===== src/sv/voxel_line_walk_assert.svh =====
// Assertion macros shared by the voxel line walker RTL.
// Expects signals named clock and reset in the including module.
`ifndef VOXEL_LINE_WALK_ASSERT_SVH
`define VOXEL_LINE_WALK_ASSERT_SVH

// same-cycle implication
`define VLW_ASSERT_NOW(label, ante, cons) \
   label: assert property (@(posedge clock) disable iff (reset) (ante) |-> (cons)) \
      else $error("voxel_line_walk assertion failed");

// next-cycle implication
`define VLW_ASSERT_NEXT(label, ante, cons) \
   label: assert property (@(posedge clock) disable iff (reset) (ante) |=> (cons)) \
      else $error("voxel_line_walk assertion failed");

`endif


===== src/sv/vlw_pkg.sv =====
// Shared types, sizes and constants for the voxel line walker.
// No dependencies; used by every module of the block.
`timescale 1ns / 1ps
`default_nettype none

package vlw_pkg;

   localparam int MAP_SIDE   = 512;
   localparam int MAP_HEIGHT = 64;

   localparam int XY_W = 9;
   localparam int Z_W  = 6;

   // coordinate limits of the map
   localparam int XY_LIMIT_I = (MAP_SIDE < 512) ? MAP_SIDE : 512;
   localparam int Z_LIMIT_I  = (MAP_HEIGHT < 64) ? MAP_HEIGHT : 64;
   localparam int LIM_W      = XY_W + 2;
   localparam logic [LIM_W-1:0] XY_LIMIT = LIM_W'(XY_LIMIT_I);
   localparam logic [LIM_W-1:0] Z_LIMIT  = LIM_W'(Z_LIMIT_I);

   // increments: major axis 1 << INC_SHIFT, flat minor axes INC_FLAT, other minor axes by division
   localparam int INC_SHIFT   = 10;
   localparam int DVD_W       = XY_W + INC_SHIFT;
   localparam int DIV_CNT_W   = $clog2(DVD_W + 1);
   localparam int INC_FLAT_I  = 32'h3fffffff / MAP_SIDE;
   localparam int INC_FLAT_W  = $clog2(INC_FLAT_I + 1);
   localparam int INC_W       = (INC_FLAT_W > DVD_W) ? INC_FLAT_W : DVD_W;
   localparam int ACC_W       = INC_W + 3;
   localparam logic [INC_W-1:0] INC_MAJOR = INC_W'(1 << INC_SHIFT);
   localparam logic [INC_W-1:0] INC_FLAT  = INC_W'(INC_FLAT_I);

   localparam logic REQ_START   = 1'b0;
   localparam logic REQ_ADVANCE = 1'b1;

   typedef enum logic [1:0] {
      AXIS_X,
      AXIS_Y,
      AXIS_Z
   } axis_type;

   typedef enum logic [2:0] {
      ST_IDLE,
      ST_SETUP,
      ST_DIV_START,
      ST_DIV_WAIT,
      ST_STEP,
      ST_EMIT,
      ST_BLANK
   } state_type;

   typedef struct packed {
      logic            req_type;
      logic [XY_W-1:0] start_x;
      logic [XY_W-1:0] start_y;
      logic [Z_W-1:0]  start_z;
      logic [XY_W-1:0] goal_x;
      logic [XY_W-1:0] goal_y;
      logic [Z_W-1:0]  goal_z;
   } req_word_type;

   typedef struct packed {
      logic            point_valid;
      logic [XY_W-1:0] point_x;
      logic [XY_W-1:0] point_y;
      logic [Z_W-1:0]  point_z;
      logic            last_point;
   } rsp_word_type;

   typedef struct packed {
      logic capture;
      logic setup;
      logic div_start;
      logic store_inc;
      logic step;
      logic emit;
      logic blank;
   } vlw_cmd_type;

   typedef struct packed {
      logic axis_major;
      logic axis_last;
      logic div_done;
      logic out_free;
      logic walk_active;
   } vlw_status_type;

endpackage

`default_nettype wire


===== src/sv/voxel_line_walk.sv =====
// Top level of the 3D voxel line walker (fixed-point DDA).
// Depends on vlw_pkg, vlw_ctrl and vlw_datapath.
//
//   channel   ports                              word
//   request   req_valid, req_stall, req_word     req_word_type
//   response  rsp_valid, rsp_stall, rsp_word     rsp_word_type
//
// An advance word goes through accept, step and emit; an advance while idle through accept and blank.
// For a start word the two minor-axis increments go one after the other
// through a single bit-serial divider, 19 quotient bits each.
// Reset is synchronous and leaves no walk active; nothing needs clearing.
// A stalled response holds in the output register; the next request is
// still taken and waits only at its own emit or blank step.
`timescale 1ns / 1ps
`default_nettype none

module voxel_line_walk import vlw_pkg::*; (
   input  wire logic         clock,
   input  wire logic         reset,
   input  wire logic         req_valid,
   output logic              req_stall,
   input  wire req_word_type req_word,
   output logic              rsp_valid,
   input  wire logic         rsp_stall,
   output rsp_word_type      rsp_word
);

   vlw_cmd_type    cmd;
   vlw_status_type status;

   vlw_ctrl u_ctrl (
      .clock        (clock),
      .reset        (reset),
      .req_valid    (req_valid),
      .req_is_start (req_word.req_type == REQ_START),
      .req_stall    (req_stall),
      .status       (status),
      .cmd          (cmd)
   );

   vlw_datapath u_datapath (
      .clock     (clock),
      .reset     (reset),
      .req_word  (req_word),
      .cmd       (cmd),
      .status    (status),
      .rsp_valid (rsp_valid),
      .rsp_word  (rsp_word),
      .rsp_stall (rsp_stall)
   );

endmodule

`default_nettype wire


===== src/sv/vlw_div.sv =====
// Bit-serial restoring divider, one quotient bit per cycle.
// Depends on vlw_pkg for the operand widths.
`timescale 1ns / 1ps
`default_nettype none

module vlw_div import vlw_pkg::*; (
   input  wire logic             clock,
   input  wire logic             reset,
   input  wire logic             start,
   input  wire logic [DVD_W-1:0] dividend,
   input  wire logic [XY_W-1:0]  divisor,
   output logic                  done,
   output logic      [DVD_W-1:0] quotient
);

   logic                 busy_ff, busy_in;
   logic                 done_ff, done_in;
   logic [DIV_CNT_W-1:0] cnt_ff, cnt_in;
   logic [XY_W-1:0]      rem_ff, rem_in;
   logic [DVD_W-1:0]     quo_ff, quo_in;
   logic [XY_W:0]        trial;
   logic [XY_W:0]        diff;
   logic                 ge;

   always_comb begin
      trial   = {rem_ff, quo_ff[DVD_W-1]};
      diff    = trial - {1'b0, divisor};
      ge      = trial >= {1'b0, divisor};
      busy_in = busy_ff;
      done_in = 1'b0;
      cnt_in  = cnt_ff;
      rem_in  = rem_ff;
      quo_in  = quo_ff;
      if (start) begin
         busy_in = 1'b1;
         cnt_in  = DIV_CNT_W'(DVD_W);
         rem_in  = '0;
         quo_in  = dividend;
      end else if (busy_ff) begin
         // remainder stays below the divisor, so the low bits suffice
         rem_in = ge ? diff[XY_W-1:0] : trial[XY_W-1:0];
         quo_in = {quo_ff[DVD_W-2:0], ge};
         cnt_in = cnt_ff - 1'b1;
         if (cnt_ff == DIV_CNT_W'(1)) begin
            busy_in = 1'b0;
            done_in = 1'b1;
         end
      end
   end

   always_ff @(posedge clock) begin
      if (reset) begin
         busy_ff <= 1'b0;
         done_ff <= 1'b0;
      end else begin
         busy_ff <= busy_in;
         done_ff <= done_in;
      end
      cnt_ff <= cnt_in;
      rem_ff <= rem_in;
      quo_ff <= quo_in;
   end

   assign done     = done_ff;
   assign quotient = quo_ff;

endmodule

`default_nettype wire


===== src/sv/vlw_datapath.sv =====
// Datapath of the line walker: coordinates, DDA accumulators, output word.
// Depends on vlw_pkg and vlw_div; driven by vlw_ctrl commands.
`timescale 1ns / 1ps
`default_nettype none

module vlw_datapath import vlw_pkg::*; (
   input  wire logic           clock,
   input  wire logic           reset,
   input  wire req_word_type   req_word,
   input  wire vlw_cmd_type    cmd,
   output vlw_status_type      status,
   output logic                rsp_valid,
   output rsp_word_type        rsp_word,
   input  wire logic           rsp_stall
);

`include "voxel_line_walk_assert.svh"

   logic [XY_W-1:0]  cur_x_ff, cur_x_in, cur_y_ff, cur_y_in;
   logic [Z_W-1:0]   cur_z_ff, cur_z_in;
   logic [XY_W-1:0]  tgt_x_ff, tgt_y_ff;
   logic [Z_W-1:0]   tgt_z_ff;
   logic [2:0]       dir_neg_ff;
   logic [XY_W-1:0]  abs_ff [3];
   logic [XY_W-1:0]  major_abs_ff;
   axis_type         major_ff, major_in;
   axis_type         div_axis_ff, div_axis_in;
   logic [ACC_W-1:0] acc_ff [3];
   logic [INC_W-1:0] inc_ff [3];
   logic             walk_active_ff;
   logic             rsp_valid_ff;
   rsp_word_type     rsp_word_ff;

   logic [XY_W:0]    dx, dy;
   logic [Z_W:0]     dz;
   logic [XY_W-1:0]  ax, ay, az;
   logic             div_done;
   logic [DVD_W-1:0] quotient;
   logic [INC_W-1:0] new_inc, half;
   logic [ACC_W-1:0] seed;
   axis_type         sel;
   logic             leaves, at_goal, last, out_free;
   logic [LIM_W-1:0] up_x, up_y, up_z;

   vlw_div u_div (
      .clock    (clock),
      .reset    (reset),
      .start    (cmd.div_start),
      .dividend ({major_abs_ff, INC_SHIFT'(0)}),
      .divisor  (abs_ff[div_axis_ff]),
      .done     (div_done),
      .quotient (quotient)
   );

   // deltas, magnitudes and major axis
   always_comb begin
      dx = {1'b0, tgt_x_ff} - {1'b0, cur_x_ff};
      dy = {1'b0, tgt_y_ff} - {1'b0, cur_y_ff};
      dz = {1'b0, tgt_z_ff} - {1'b0, cur_z_ff};
      ax = dx[XY_W] ? XY_W'(-dx) : dx[XY_W-1:0];
      ay = dy[XY_W] ? XY_W'(-dy) : dy[XY_W-1:0];
      az = XY_W'(dz[Z_W] ? Z_W'(-dz) : dz[Z_W-1:0]);
      if (ax >= ay && ax >= az) begin
         major_in = AXIS_X;
      end else if (ay >= az) begin
         major_in = AXIS_Y;
      end else begin
         major_in = AXIS_Z;
      end
   end

   // increment and seed for the axis in turn
   always_comb begin
      if (div_axis_ff == major_ff) begin
         new_inc = INC_MAJOR;
      end else if (abs_ff[div_axis_ff] == '0) begin
         new_inc = INC_FLAT;
      end else begin
         new_inc = INC_W'(quotient);
      end
      half = new_inc >> 1;
      seed = ACC_W'(dir_neg_ff[div_axis_ff] ? half : new_inc - half);
      unique case (div_axis_ff)
         AXIS_X:  div_axis_in = AXIS_Y;
         AXIS_Y:  div_axis_in = AXIS_Z;
         AXIS_Z:  div_axis_in = AXIS_Z;
         default: div_axis_in = AXIS_X;
      endcase
   end

   // axis that steps next, and whether the current point is the last
   always_comb begin
      if (acc_ff[2] <= acc_ff[0] && acc_ff[2] <= acc_ff[1]) begin
         sel = AXIS_Z;
      end else if (acc_ff[0] < acc_ff[1]) begin
         sel = AXIS_X;
      end else begin
         sel = AXIS_Y;
      end
      up_x = LIM_W'(cur_x_ff) + 1'b1;
      up_y = LIM_W'(cur_y_ff) + 1'b1;
      up_z = LIM_W'(cur_z_ff) + 1'b1;
      cur_x_in = dir_neg_ff[0] ? cur_x_ff - 1'b1 : cur_x_ff + 1'b1;
      cur_y_in = dir_neg_ff[1] ? cur_y_ff - 1'b1 : cur_y_ff + 1'b1;
      cur_z_in = dir_neg_ff[2] ? cur_z_ff - 1'b1 : cur_z_ff + 1'b1;
      unique case (sel)
         AXIS_X:  leaves = dir_neg_ff[0] ? (cur_x_ff == '0) : (up_x >= XY_LIMIT);
         AXIS_Y:  leaves = dir_neg_ff[1] ? (cur_y_ff == '0) : (up_y >= XY_LIMIT);
         AXIS_Z:  leaves = dir_neg_ff[2] ? (cur_z_ff == '0) : (up_z >= Z_LIMIT);
         default: leaves = 1'b1;
      endcase
      at_goal = cur_x_ff == tgt_x_ff && cur_y_ff == tgt_y_ff && cur_z_ff == tgt_z_ff;
      last    = at_goal || leaves;
   end

   assign out_free = !rsp_valid_ff || !rsp_stall;

   always_ff @(posedge clock) begin
      if (reset) begin
         walk_active_ff <= 1'b0;
         rsp_valid_ff   <= 1'b0;
      end else begin
         if (cmd.emit) begin
            walk_active_ff <= !last;
         end
         if (cmd.emit || cmd.blank) begin
            rsp_valid_ff <= 1'b1;
         end else if (!rsp_stall) begin
            rsp_valid_ff <= 1'b0;
         end
      end

      if (cmd.capture) begin
         cur_x_ff <= req_word.start_x;
         cur_y_ff <= req_word.start_y;
         cur_z_ff <= req_word.start_z;
         tgt_x_ff <= req_word.goal_x;
         tgt_y_ff <= req_word.goal_y;
         tgt_z_ff <= req_word.goal_z;
      end else if (cmd.step) begin
         unique case (sel)
            AXIS_X:  cur_x_ff <= cur_x_in;
            AXIS_Y:  cur_y_ff <= cur_y_in;
            AXIS_Z:  cur_z_ff <= cur_z_in;
            default: cur_x_ff <= cur_x_ff;
         endcase
         acc_ff[sel] <= acc_ff[sel] + ACC_W'(inc_ff[sel]);
      end

      if (cmd.setup) begin
         dir_neg_ff   <= {dz[Z_W], dy[XY_W], dx[XY_W]};
         abs_ff[0]    <= ax;
         abs_ff[1]    <= ay;
         abs_ff[2]    <= az;
         major_ff     <= major_in;
         div_axis_ff  <= AXIS_X;
         unique case (major_in)
            AXIS_X:  major_abs_ff <= ax;
            AXIS_Y:  major_abs_ff <= ay;
            AXIS_Z:  major_abs_ff <= az;
            default: major_abs_ff <= ax;
         endcase
      end else if (cmd.store_inc) begin
         inc_ff[div_axis_ff] <= new_inc;
         acc_ff[div_axis_ff] <= seed;
         div_axis_ff         <= div_axis_in;
      end

      if (cmd.emit) begin
         rsp_word_ff.point_valid <= 1'b1;
         rsp_word_ff.point_x     <= cur_x_ff;
         rsp_word_ff.point_y     <= cur_y_ff;
         rsp_word_ff.point_z     <= cur_z_ff;
         rsp_word_ff.last_point  <= last;
      end else if (cmd.blank) begin
         rsp_word_ff <= '0;
      end
   end

   always_comb begin
      status.axis_major  = div_axis_ff == major_ff;
      status.axis_last   = div_axis_ff == AXIS_Z;
      status.div_done    = div_done;
      status.out_free    = out_free;
      status.walk_active = walk_active_ff;
   end

   assign rsp_valid = rsp_valid_ff;
   assign rsp_word  = rsp_word_ff;

   `VLW_ASSERT_NOW(a_emit_room, cmd.emit || cmd.blank, out_free)
   `VLW_ASSERT_NOW(a_step_active, cmd.step, walk_active_ff)
   `VLW_ASSERT_NOW(a_quotient_ready, cmd.store_inc && !status.axis_major, div_done)
   `VLW_ASSERT_NEXT(a_last_ends_walk, cmd.emit, walk_active_ff == !rsp_word_ff.last_point)

endmodule

`default_nettype wire


===== src/sv/vlw_ctrl.sv =====
// Sequencer of the line walker: setup, divisions, step, emit and blank.
// Depends on vlw_pkg; drives vlw_datapath through command signals.
`timescale 1ns / 1ps
`default_nettype none

module vlw_ctrl import vlw_pkg::*; (
   input  wire logic           clock,
   input  wire logic           reset,
   input  wire logic           req_valid,
   input  wire logic           req_is_start,
   output logic                req_stall,
   input  wire vlw_status_type status,
   output vlw_cmd_type         cmd
);

   state_type state_ff, state_in;

   always_ff @(posedge clock) begin
      if (reset) begin
         state_ff <= ST_IDLE;
      end else begin
         state_ff <= state_in;
      end
   end

   always_comb begin
      state_in  = state_ff;
      cmd       = '0;
      req_stall = state_ff != ST_IDLE;
      unique case (state_ff)
         ST_IDLE: begin
            if (req_valid) begin
               if (req_is_start) begin
                  cmd.capture = 1'b1;
                  state_in    = ST_SETUP;
               end else if (status.walk_active) begin
                  state_in = ST_STEP;
               end else begin
                  state_in = ST_BLANK;
               end
            end
         end
         ST_SETUP: begin
            cmd.setup = 1'b1;
            state_in  = ST_DIV_START;
         end
         ST_DIV_START: begin
            // major axis takes its fixed increment without dividing
            if (status.axis_major) begin
               cmd.store_inc = 1'b1;
               if (status.axis_last) begin
                  state_in = ST_EMIT;
               end
            end else begin
               cmd.div_start = 1'b1;
               state_in      = ST_DIV_WAIT;
            end
         end
         ST_DIV_WAIT: begin
            if (status.div_done) begin
               cmd.store_inc = 1'b1;
               state_in      = status.axis_last ? ST_EMIT : ST_DIV_START;
            end
         end
         ST_STEP: begin
            cmd.step = 1'b1;
            state_in = ST_EMIT;
         end
         ST_EMIT: begin
            if (status.out_free) begin
               cmd.emit = 1'b1;
               state_in = ST_IDLE;
            end
         end
         ST_BLANK: begin
            if (status.out_free) begin
               cmd.blank = 1'b1;
               state_in  = ST_IDLE;
            end
         end
         default: state_in = ST_IDLE;
      endcase
   end

endmodule

`default_nettype wire


===== config.mk =====
export PLATFORM = sky130hd
export DESIGN_NAME = voxel_line_walk
export DESIGN_NICKNAME = d
export VERILOG_FILES = /design/src/sv/vlw_pkg.sv /design/src/sv/voxel_line_walk.sv /design/src/sv/vlw_div.sv /design/src/sv/vlw_datapath.sv /design/src/sv/vlw_ctrl.sv
export VERILOG_INCLUDE_DIRS = /design/src /design/src/sv
export SDC_FILE = /design/constraint.sdc
export NUM_CORES = 1
export LEC_CHECK = 0
export ABC_AREA = 0
export BUFFER_PORTS_ARGS = -buffer_cell sky130_fd_sc_hd__buf_4
export CORE_ASPECT_RATIO = 1.75
export CORE_MARGIN = 4
export CORE_UTILIZATION = 26
export DETAILED_ROUTE_END_ITERATION = 12
export PLACE_DENSITY = 0.47
export REMOVE_ABC_BUFFERS = 1
export SLEW_MARGIN = 20
export SYNTH_ARGS = -nofsm -noshare
export SYNTH_HDL_FRONTEND = slang
export SYNTH_HIERARCHICAL = 1
export SYNTH_SLANG_ARGS = --single-unit

===== constraint.sdc =====
create_clock -name clock -period 9.6 [get_ports clock]
set_input_delay 1.92 -clock clock [delete_from_list [all_inputs] [get_ports clock]]
set_output_delay 1.92 -clock clock [all_outputs]
set_load 0.01 [all_outputs]

After elaboration in Yosys (flattened, before gate mapping)
Memory sizes are Yosys's and may differ from the RTL's. A register that Yosys moved wholly into a read port is not among the register bits.
Cells that the tools add are included.
{"block": "classes", "addsub": 19, "order_cmp": 11, "eq_ne": 22, "mux": 76, "n_bitwise": 1, "reduce_logical": 32}
{"op": "$mux W9", "n": 11}
{"op": "$mux W25", "n": 2}
{"op": "$le A24 B24 Y1", "n": 2}
{"op": "$mux W24", "n": 2}
{"op": "$mux W21", "n": 2}
{"op": "$mux W19", "n": 2}
{"op": "$mux W1", "n": 32}
{"op": "$mux W6", "n": 5}
{"op": "$ge A9 B9 Y1", "n": 3}
{"op": "$logic_not A9 Y1", "n": 3}
{"op": "$add A24 B21 Y24", "n": 1}
{"op": "$lt A24 B24 Y1", "n": 1}
{"op": "$reduce_or A24 Y1", "n": 1}
{"op": "$ge A11 B10 Y1 const B", "n": 2}
{"op": "$sub A21 B20 Y22", "n": 1}
{"op": "$mux W3", "n": 7}
{"op": "$add A9 B1 Y10 const B", "n": 2}
{"op": "$sub A9 B9 Y10", "n": 2}
{"op": "$add A9 B1 Y9 const B", "n": 2}
{"op": "$eq A9 B9 Y1", "n": 2}
{"op": "$neg A9 Y9", "n": 2}
{"op": "$pmux W3 S6", "n": 1}
{"op": "$pmux W9 S2", "n": 1}
{"op": "$sub A9 B1 Y9 const B", "n": 2}
{"op": "other kinds (39)", "n": 70}
{"block": "totals", "ff_bits": 130, "mem_bits_rw": 162, "inputBits": 53, "output_inout_bits": 28, "elab_cells": 188, "mem_count": 3}
{"name": "u_datapath.acc_ff", "depth": 3, "width": 24, "rd": 4, "rd_ports_with_merged_regs": 0, "write_ports": 1, "line": "vlw_datapath.sv:28", "source": "logic [ACC_W-1:0] acc_ff [3];"}
{"name": "u_datapath.inc_ff", "depth": 3, "width": 21, "rd": 1, "rd_ports_with_merged_regs": 0, "write_ports": 1, "line": "vlw_datapath.sv:29", "source": "logic [INC_W-1:0] inc_ff [3];"}
{"name": "u_datapath.abs_ff", "depth": 3, "width": 9, "rd": 1, "rd_ports_with_merged_regs": 1, "write_ports": 3, "line": "vlw_datapath.sv:24", "source": "logic [XY_W-1:0] abs_ff [3];"}

Logic depth before layout (Yosys ltp)
Gate-level depths: netlist of the first run.
{"block": "logic_depth", "word_depth": 8, "depth_mapped": 25, "mapped_depth_nobuf": 22}

By module
The synthesis of the first run kept the hierarchy.
{"module": "vlw_datapath", "n_inst": 1, "cells_each": 1697, "area_per_inst_um2": 17135.2, "seq_area_each_um2": 7437.1}
{"module": "vlw_div", "n_inst": 1, "cells_each": 171, "area_per_inst_um2": 1924.3, "seq_area_each_um2": 890.9}
{"module": "vlw_ctrl", "n_inst": 1, "cells_each": 47, "area_per_inst_um2": 342.8, "seq_area_each_um2": 60.1}
{"module": "voxel_line_walk", "n_inst": 1, "cells_each": 1, "area_per_inst_um2": 3.8, "seq_area_each_um2": 0.0}

Least setup slack after synthesis of the first run
No wires, ideal clock.
{"block": "synth_timing", "path_type": "register to register", "from": "mem u_datapath/acc_ff[0][13] (netlist name)", "to": "mem u_datapath/acc_ff[1][23] (netlist name) (data pin)", "setup_ps": 278, "t_arrival_ps": 5019, "required_ps": 9322, "path_slack_ps": 4302, "stages_incl_launch_ff": 22, "n_path_buf": 2, "synth_period_minus_slack_ps": 5298, "cell_sequence": "edfxtp_1 -> ha_1 -> a21o_1 -> a21o_1 -> a21o_1 -> a2111o_1 -> and3_1 -> nor2_1 -> buf_1 -> buf_2 -> mux2i_1 -> o21ai_0 -> ha_1 -> a21o_1 -> a21o_1 -> a221o_1 -> a21o_1 -> a31o_2 -> a21oi_1 -> o21bai_1 -> mux2i_1 -> o221ai_1"}
{"element": "start, declared", "line": "vlw_datapath.sv:28"}

==> impl_metrics.toml, run 1 <==
[outcome]
status = "finished clean"

[floorplanning]
dieArea_um2 = 79200
start_util = 0.262
core-area_um2 = 74000
die_y_um = 369
fp.dieW_um = 215
ios = 81
core.rowCount = 132

[final_layout]
multi_input_area_um2 = 10200
nets = 2244
n_fill_cell = 7647
drive_gt1_frac = 0.111
ff_latch_area_um2 = 8390
areaGrowthSynthToFinish_pct = 14.2
n_antenna_cell = 0

[global_routing]
grt-ovfl-total = 0
grt_max_degree = 72
antenna_found_initial = 0
grt_pass1_wl_um = 84100
grt_pass1_vias = 15000
grt_usage = 0.133

[setup_path]
critical_path_class = "register to register"
end_kind = "register"
crit_required_ns = 9.94
cp_max_fo = 34
cp-start-kind = "register"
cp.arrival_ns = 6.62

[sta]
period_needed_ns = 6.28
fin_tns_setup_ns = 0
min_period_over_period = 0.654
setup_violations = 0
rsz0062_at_grt = "false"
hold_viol = 0
max_freq_ghz = 0.159
worst_clock_skew_ns = 0.0106
drv_slew = 0
relSlewSlack = 0.378
worstMarginPinSlew_ns = 0.925
setup_slack_ns = 3.32

[logic_synthesis]
synth-edff-count = 262
synth_top_family_by_area = "compound AO/OA/AOI/OAI gates"
syn_avg_cell_area_um2 = 10.1
synth_top_area_cell = "edfxtp_1"
synthAdderAreaFrac = 0.132
syn_inst = 1916
synth_xor_xnor_area_share = 0.0442
ys_warn_count = 6
synth.distinct_cells = 89
synth_most_common_cell = "edfxtp_1"
ys_top_cells_by_count = "edfxtp_1 (262), ha_1 (191), inv_1 (175)"
synth_ff_type = "edfxtp_1"
synth_compound_area_frac = 0.164
synth_area_leaders = "edfxtp_1 (41%), ha_1 (12%), o21ai_0 (4.2%), mux2i_1 (4.0%), inv_1 (3.4%)"
synthSimpleGateAreaFrac = 0.116
synthesis.area_um2 = 19400
synth_top_area_share = 0.405
synth-seq-area-share = 0.432
ys_ff_latch = 288
synthMuxAreaShare = 0.0631
async_reset_ff_frac = 0

[clock_network]
htreeDepth = 1
cts_tree = "built"
root_buffer = "clkbuf_16"
postCtsSetupBuffers = 0
cts_buffer_depth = 3
cts_resized = 0
clk_latency_ns = 0.59
clock-sinks = 288
cts_made_buffers = 30
hold_buffers = 0
clk_pin_slew_ns = 0.07

[place]
place.port_buffers = 80
place_ws_ns = 3.23
place.gp.congestion = 0.884
dp_hpwl_um = 42200

[drt]
vias = 14200
via_per_inst = 4.80
drc = 0
drt-initial-drc-count = 543
wl_um = 53500
postRouteAntennaNets = 0
firstDrtPassIters = 5
detail_route.wl_per_cell_um = 18.1

[min_path]
hp-class = "register to register"

[flow_run]
drv_cap = 0
==> through the flow <==
| step | cell area, µm² | util | instances | hold slack, ns |
|---|---|---|---|---|
| final | 22200 | 0.300 | 2951 | 0.457 |
| after global routing | 22200 | 0.300 | 2951 | 0.477 |
| after CTS | 22200 | 0.300 | 2951 | 0.465 |
| after detailed placement | 21200 | 0.286 | 2897 | 0.449 |
| after global placement | 21200 | 0.286 | 2897 | 0.442 |
| after floorplan | 19200 | - | 1860 | 0.437 |
==> layout make-up <==
| type | instances | share of cell area |
|---|---|---|
| Clock buffer | 36 | 0.0358 |
| Clock inverter | 18 | 0.0100 |
| Inverter | 176 | 0.0298 |
| Multi-Input combinational cell | 1396 | 0.460 |
| Sequential cell | 288 | 0.378 |
| Tap cell | 938 | 0.0529 |
| Timing Repair Buffer | 99 | 0.0335 |
==> final timing paths <==
path / from / endpoint / slack, ns / cells after the start
setup reg to reg: u_datapath/acc_ff[0][13]$_DFFE_PP_ / u_datapath/acc_ff[1][22]$_DFFE_PP_ / 3.32 / 22
hold / removal: u_datapath/rsp_word[25]$_SDFFE_PP1P_ / u_datapath/rsp_word[25]$_SDFFE_PP1P_ / 0.46 / 1
hold reg to reg: u_datapath/rsp_word[25]$_SDFFE_PP1P_ / u_datapath/rsp_word[25]$_SDFFE_PP1P_ / 0.46 / 1
setup / recovery: u_datapath/acc_ff[0][13]$_DFFE_PP_ / u_datapath/acc_ff[1][22]$_DFFE_PP_ / 3.32 / 22
==> flip-flops by register name, summed over array words and instances, names as in the netlist, 3 cells and up, named ones only <==
register	count
u_datapath/cur_y_ff	9
u_datapath/dir_neg_ff	3
u_datapath/major_abs_ff	9
u_datapath/inc_ff	60
u_datapath/abs_ff	24
u_datapath/rsp_word	26
u_ctrl/state_ff	3
u_datapath/acc_ff	72
u_datapath/tgt_y_ff	9
u_datapath/tgt_z_ff	6
u_datapath/u_div/rem_ff	9
u_datapath/u_div/cnt_ff	5
u_datapath/tgt_x_ff	9
u_datapath/cur_z_ff	6
u_datapath/u_div/quotient	19
u_datapath/cur_x_ff	9
==> critical path: stages, from the launching register on <==
cell	delay, ns
edfxtp_1	0.42
ha_1	0.32
a21o_1	0.18
a21o_1	0.17
a21o_1	0.22
a2111o_1	0.46
and3_1	0.29
nor2_4	0.14
buf_4	0.49
mux2i_1	0.15
o21ai_0	0.18
ha_1	0.22
inv_1	0.06
fa_1	0.39
nor2b_1	0.16
o31a_1	0.20
nor3_1	0.07
o31ai_1	0.78
a21o_1	0.31
a21oi_1	0.11
a21oi_1	0.35
nor4_1	0.10
a211o_1	0.25
==> placed cells by master, fill, tap and decap left out, types with 14 or more instances in the layout <==
| master | Yosys | final |
|---|---|---|
| nor2b_1 | 17 | 17 |
| xnor2_1 | 60 | 60 |
| nand2_1 | 173 | 173 |
| buf_4 | 3 | 99 |
| inv_1 | 175 | 175 |
| o21ai_0 | 162 | 160 |
| a21o_1 | 57 | 57 |
| dfxtp_1 | 26 | 26 |
| a21oi_1 | 119 | 119 |
| nor3_1 | 20 | 19 |
| mux2i_1 | 78 | 78 |
| nand4_1 | 23 | 23 |
| a31oi_1 | 14 | 14 |
| nand3_1 | 31 | 31 |
| mux2_2 | 36 | 36 |
| nor4_1 | 15 | 14 |
| edfxtp_1 | 262 | 262 |
| clkbuf_16 | 0 | 31 |
| o21a_1 | 15 | 15 |
| o31ai_1 | 17 | 15 |
| nand2b_1 | 25 | 25 |
| xor2_1 | 38 | 38 |
| nor2_1 | 115 | 112 |
| ha_1 | 191 | 191 |
==> logic make-up after synthesis <==
family,Yosys count
xor+xnor,98
buf+inv,241
flops,288
simple gates,473
mux,117
fa+ha+maj,200
compound gates,498
other cells,1
==> metal layers <==
metal | GRT usage | part of all wire
met4 | 0.0508 | 0.037
met1 | 0.130 | 0.36
met3 | 0.00978 | 0.020
met5 | 0 | 0
met2 | 0.282 | 0.58
Power of run 1 is not shown: default switching activity piles up to over one toggle a cycle in this logic, so the estimate is an artifact.
==> run 2, diff against run 1 <==
--- a/config.mk
+++ b/config.mk
@@ -6,13 +6,13 @@
 export SDC_FILE = /design/constraint.sdc
 export NUM_CORES = 1
 export LEC_CHECK = 0
-export ABC_AREA = 0
+export ABC_AREA = 1
 export BUFFER_PORTS_ARGS = -buffer_cell sky130_fd_sc_hd__buf_4
 export CORE_ASPECT_RATIO = 1.75
 export CORE_MARGIN = 4
 export CORE_UTILIZATION = 26
 export DETAILED_ROUTE_END_ITERATION = 12
-export PLACE_DENSITY = 0.47
+export PLACE_DENSITY = 0.49
 export REMOVE_ABC_BUFFERS = 1
 export SLEW_MARGIN = 20
 export SYNTH_ARGS = -nofsm -noshare
==> constraint.sdc (replaced) <==
create_clock -name clock -period 5.1 [get_ports clock]
set_input_delay 1.02 -clock clock [delete_from_list [all_inputs] [get_ports clock]]
set_output_delay 1.02 -clock clock [all_outputs]
set_load 0.01 [all_outputs]
==> impl_metrics.toml, run 2 <==
[outcome]
status = "finished clean"

[floorplanning]
core-area_um2 = 75200
die_y_um = 372
fp.dieW_um = 216
dieArea_um2 = 80500
start_util = 0.262
ios = 81
core.rowCount = 133

[place]
dp_hpwl_um = 47200
place.port_buffers = 80
placed_cell_area_um2 = 21800
dp_cells = 3466
place_ws_ns = 0.116
place.gp.congestion = 0.928

[final_layout]
largest_reg_flops = 72
largest_register = "u_datapath/acc_ff"
nets = 2740
final_common_cell = "nand2_1"
areaGrowthSynthToFinish_pct = 15.7
drive_gt1_frac = 0.110
final_cell_mix = "nand2_1 (572), inv_1 (325), edfxtp_1 (262)"
final_cells = 3522
n_antenna_cell = 0
stdcell_area_um2 = 22800

[setup_path]
cp_max_fo = 12
worstRegToRegCells = 22
cp-start-kind = "register"
crit_required_ns = 5.38
end_kind = "register"
critical_path_class = "register to register"
cp.arrival_ns = 5.02

[sta]
drv_slew = 0
period_needed_ns = 4.74
rsz0062_at_grt = "false"
relSlewSlack = 0.255
hold_viol = 0
worst_clock_skew_ns = 0.0259
setup_violations = 0
min_period_over_period = 0.929
setup_slack_ns = 0.360
max_freq_ghz = 0.211
fin_tns_setup_ns = 0
worstMarginPinSlew_ns = 1.11

[drt]
vias = 16300
drc = 0
drt-initial-drc-count = 638
detail_route.wl_per_cell_um = 16.5
via_per_inst = 4.62
firstDrtPassIters = 6
postRouteAntennaNets = 0
wl_um = 58200

[logic_synthesis]
synth_most_common_cell = "nand2_1"
ys_ff_latch = 288
synth.distinct_cells = 62
ys_top_cells_by_count = "nand2_1 (574), inv_1 (325), edfxtp_1 (262)"
synth_top_area_share = 0.399
synth-edff-count = 262
synth_top_area_cell = "edfxtp_1"
syn_inst = 2364
syn_avg_cell_area_um2 = 8.35
synth_area_leaders = "edfxtp_1 (40%), ha_1 (12%), nand2_1 (11%), inv_1 (6.2%), nand3_1 (3.7%)"
synth_ff_type = "edfxtp_1"
synthesis.area_um2 = 19700
async_reset_ff_frac = 0
synth-seq-area-share = 0.425
ys_warn_count = 6

[global_routing]
grt_pass1_wl_um = 91800
grt_pass1_vias = 17100
grt_max_degree = 59
antenna_found_initial = 0
grt-ovfl-total = 0
grt_usage = 0.143

[clock_network]
clk_latency_ns = 0.59
cts_made_buffers = 29
root_buffer = "clkbuf_16"
clock-sinks = 288
cts_buffer_depth = 3
cts_tree = "built"
clk_pin_slew_ns = 0.06
htreeDepth = 1

[min_path]
hold_path_depth = 2
hp-class = "register to register"

[flow_run]
drv_cap = 0
run 2: cell count changes after synthesis, sizes merged, moves of 42 or more:
cell   previous run  this run
a21o             57         9
nor2            115       178
xnor2            60        18
inv             176       339
nand3            31       169
mux2i            78         0
nand2           175       592
run 2: per-stage QoR:
stage           util  hold slack, ns
2_1_floorplan      -           0.436
3_3_place_gp   0.290           0.443
3_5_place_dp   0.290           0.448
4_1_cts        0.303           0.459
5_1_grt        0.304           0.486
6_report       0.304           0.458
run 2: final timing paths:
kind / start / slack [ns] / to
min reg2reg: u_datapath/rsp_word[25]$_SDFFE_PP1P_ / 0.46 / u_datapath/rsp_word[25]$_SDFFE_PP1P_
min: u_datapath/rsp_word[25]$_SDFFE_PP1P_ / 0.46 / u_datapath/rsp_word[25]$_SDFFE_PP1P_
max reg2reg: u_datapath/acc_ff[1][9]$_DFFE_PP_ / 0.36 / u_datapath/acc_ff[0][12]$_DFFE_PP_
max: u_datapath/acc_ff[1][9]$_DFFE_PP_ / 0.36 / u_datapath/acc_ff[0][12]$_DFFE_PP_
run 2: cell type report:
class / instances / area (µm²)
tap: 1012 / 1270
clock inverter: 14 / 113
timing repair buffer: 138 / 1060
multi-input combinational: 1689 / 9900
sequential: 288 / 8390
clock buffer: 40 / 818
inverter: 341 / 1280
fill: 8068 / 52400
run 2: worst max-delay path, stage by stage, from the launching register on:
cell and delay (ns):
edfxtp_1 0.40, inv_1 0.10, ha_1 0.26, a21oi_1 0.25, o21ai_0 0.13, nand2_1 0.07
nand2_1 0.05, nand2_1 0.06, nand2_1 0.07, a21oi_1 0.40, nand2_1 0.16, buf_4 0.20
buf_4 0.19, nor2_1 0.10, nor2_1 0.06, ha_1 0.37, a21oi_1 0.20, inv_1 0.05
a31oi_1 0.30, o221ai_1 0.24, a21oi_1 0.33, xor2_1 0.32, o21ai_0 0.14
run 2: what timing repair did:
| action | in CTS | in global routing |
|---|---|---|
| endpoints found under the setup margin | 0 | 31 |
| hold buffers | 0 | 0 |
| gates resized for setup | 0 | 11 |
| setup buffers | 0 | 2 |
run 2: routing by layer:
layer  up-vias  global-route usage  part of all wire
met5         -                   0                 0
met4         0              0.0640             0.049
met3       119              0.0140             0.028
met2       345               0.300              0.57
met1      7579               0.136              0.35
li1       8229                   -                 -
run 2: logic make-up after synthesis:
family,Yosys count,share of synthesized area
adders and majority gates,200,0.130
and+or+nand+nor,1020,0.227
AOI/OAI and AO/OA,404,0.113
DFF,288,0.425
buffers and inverters,396,0.0790
other,1,0.000190
xor gates and xnor gates,55,0.0248
Power of run 2 is left out for the same reason.
==> run 3, diff against run 2 <==
--- a/config.mk
+++ b/config.mk
@@ -12,7 +12,7 @@
 export CORE_MARGIN = 4
 export CORE_UTILIZATION = 26
 export DETAILED_ROUTE_END_ITERATION = 12
-export PLACE_DENSITY = 0.49
+export PLACE_DENSITY = 0.47
 export REMOVE_ABC_BUFFERS = 1
 export SLEW_MARGIN = 20
 export SYNTH_ARGS = -nofsm -noshare
==> constraint.sdc (replaced) <==
create_clock -name clock -period 5.5 [get_ports clock]
set_input_delay 1.1 -clock clock [delete_from_list [all_inputs] [get_ports clock]]
set_output_delay 1.1 -clock clock [all_outputs]
set_load 0.01 [all_outputs]
==> impl_metrics.toml, run 3 (synthesis results as in run 2) <==
[drt]
firstDrtPassIters = 5
detail_route.wl_per_cell_um = 17.2
vias = 16100
drc = 0
via_per_inst = 4.59
drt-initial-drc-count = 641
postRouteAntennaNets = 0
wl_um = 60400

[setup_path]
startpoint = "u_datapath/acc_ff[2][23]$_DFFE_PP_"
cpMostUsedCell = "nand2_1"
crit_required_ns = 5.83
cp-start-kind = "register"
critical-path-top-delay-family = "simple AND/OR/NAND/NOR gates"
critical_path_class = "register to register"
crit_path_end = "u_datapath/acc_ff[0][18]$_DFFE_PP_"
r2r-start = "u_datapath/acc_ff[2][23]$_DFFE_PP_"
rrSetupSlack_ns = 0.34
critPathMaxStageDelay_ns = 0.47
cp_num_buf_inv = 4
path_depth = 28
critical-path-slowest-cell = "edfxtp_1"
end_kind = "register"
r2r-end = "u_datapath/acc_ff[0][18]$_DFFE_PP_"
cp.arrival_ns = 5.48
cp_max_fo = 16
worstRegToRegCells = 28

[final_layout]
n_antenna_cell = 0
final_cell_mix = "nand2_1 (571), inv_1 (325), edfxtp_1 (262)"
final_cells = 3503
final_common_cell = "nand2_1"
nets = 2720
areaGrowthSynthToFinish_pct = 15.1
largest_register = "u_datapath/acc_ff"
drive_gt1_frac = 0.106
n_fill_cell = 8097
largest_reg_flops = 72

[clock_network]
cts_made_buffers = 30
cts_tree = "built"
cts_buffer_depth = 3
htreeDepth = 1
clock-sinks = 288
hold_buffers = 0
clk_pin_slew_ns = 0.07
root_buffer = "clkbuf_16"
clk_latency_ns = 0.63

[floorplanning]
core.rowCount = 133
core-area_um2 = 75200
fp.dieW_um = 216
dieArea_um2 = 80500
start_util = 0.262
ios = 81
die_y_um = 372

[global_routing]
grt_max_degree = 59
grt-ovfl-total = 0
antenna_found_initial = 0
grt_usage = 0.148
grt_pass1_vias = 16700
grt_pass1_wl_um = 93200

[sta]
relSlewSlack = 0.312
max_freq_ghz = 0.194
setup_violations = 0
drv_slew = 0
min_period_over_period = 0.938
hold_viol = 0
period_needed_ns = 5.16
worstMarginPinSlew_ns = 1.03
worst_clock_skew_ns = 0.0620
rsz0062_at_grt = "false"

[place]
dp_cells = 3447
place.port_buffers = 80
dp_hpwl_um = 48800
place.gp.congestion = 0.943

[outcome]
status = "finished clean"

[min_path]
hp-start = "u_datapath/rsp_word[25]$_SDFFE_PP1P_"
hp-class = "register to register"

[flow_run]
drv_cap = 0
## run 3: changes by cell type in the layout (fill, tap and decap cells not counted), sizes merged
cell / before / now
clkinvlp: 1 / 4
clkinv: 12 / 15
buf: 138 / 117
clkbuf: 40 / 36
## run 3: tightest hold or removal path: stages, from the launching register on
cell,delay (ns)
dfxtp_1,0.32
nand2_1,0.06
nand2_1,0.04
## run 3: through the flow
| step | hold slack [ns] | worst slack, ns | area (µm²) | setup TNS, ns | util |
|---|---|---|---|---|---|
| CTS | 0.467 | 0.0485 | 22700 | 0 | 0.302 |
| global route | 0.507 | 0.0311 | 22700 | 0 | 0.302 |
| detailed placement | 0.457 | -0.00133 | 21700 | -0.00133 | 0.289 |
| global placement | 0.438 | -0.0110 | 21700 | -0.0208 | 0.288 |
| floorplan | 0.436 | -0.418 | 19500 | -30.12 | - |
| finish | 0.462 | 0.343 | 22700 | 0 | 0.302 |
## run 3: routing by layer
layer  track usage  vias up  share of wire
li1              -     8184              -
met1         0.136     7521           0.34
met2         0.320      267           0.59
met3        0.0136       97          0.026
met4        0.0632        0          0.044
met5             0        -              0
## run 3: how the worst min path moves through the flow
stage | end | depth (start not counted)
final | u_datapath/rsp_word[25]$_SDFFE_PP1P_ | 2
after global routing | u_datapath/u_div/rem_ff[1]$_SDFFE_PP0P_ | 2
after CTS | u_datapath/rsp_word[25]$_SDFFE_PP1P_ | 2
after detailed placement | u_datapath/rsp_word[25]$_SDFFE_PP1P_ | 2
after global placement | u_datapath/rsp_word[25]$_SDFFE_PP1P_ | 2
after floorplan | u_datapath/u_div/cnt_ff[4]$_SDFFE_PP1P_ | 1
## run 3: area by class of cell
| type | count | area, µm² | area share |
|---|---|---|---|
| Multi-Input combinational cell | 1689 | 9900 | 0.436 |
| Sequential cell | 288 | 8390 | 0.369 |
| Inverter | 341 | 1280 | 0.0564 |
| Tap cell | 1012 | 1270 | 0.0558 |
| Timing Repair Buffer | 117 | 891 | 0.0392 |
| Clock buffer | 36 | 813 | 0.0358 |
| Clock inverter | 20 | 164 | 0.00722 |
## run 3: timing repair
item,in CTS,in global routing
pin swaps,0,1
gates cloned,0,0
endpoints found under the setup margin,6,18
setup buffers,0,0
gates resized for setup,2,7
Power of run 3 is left out for the same reason.
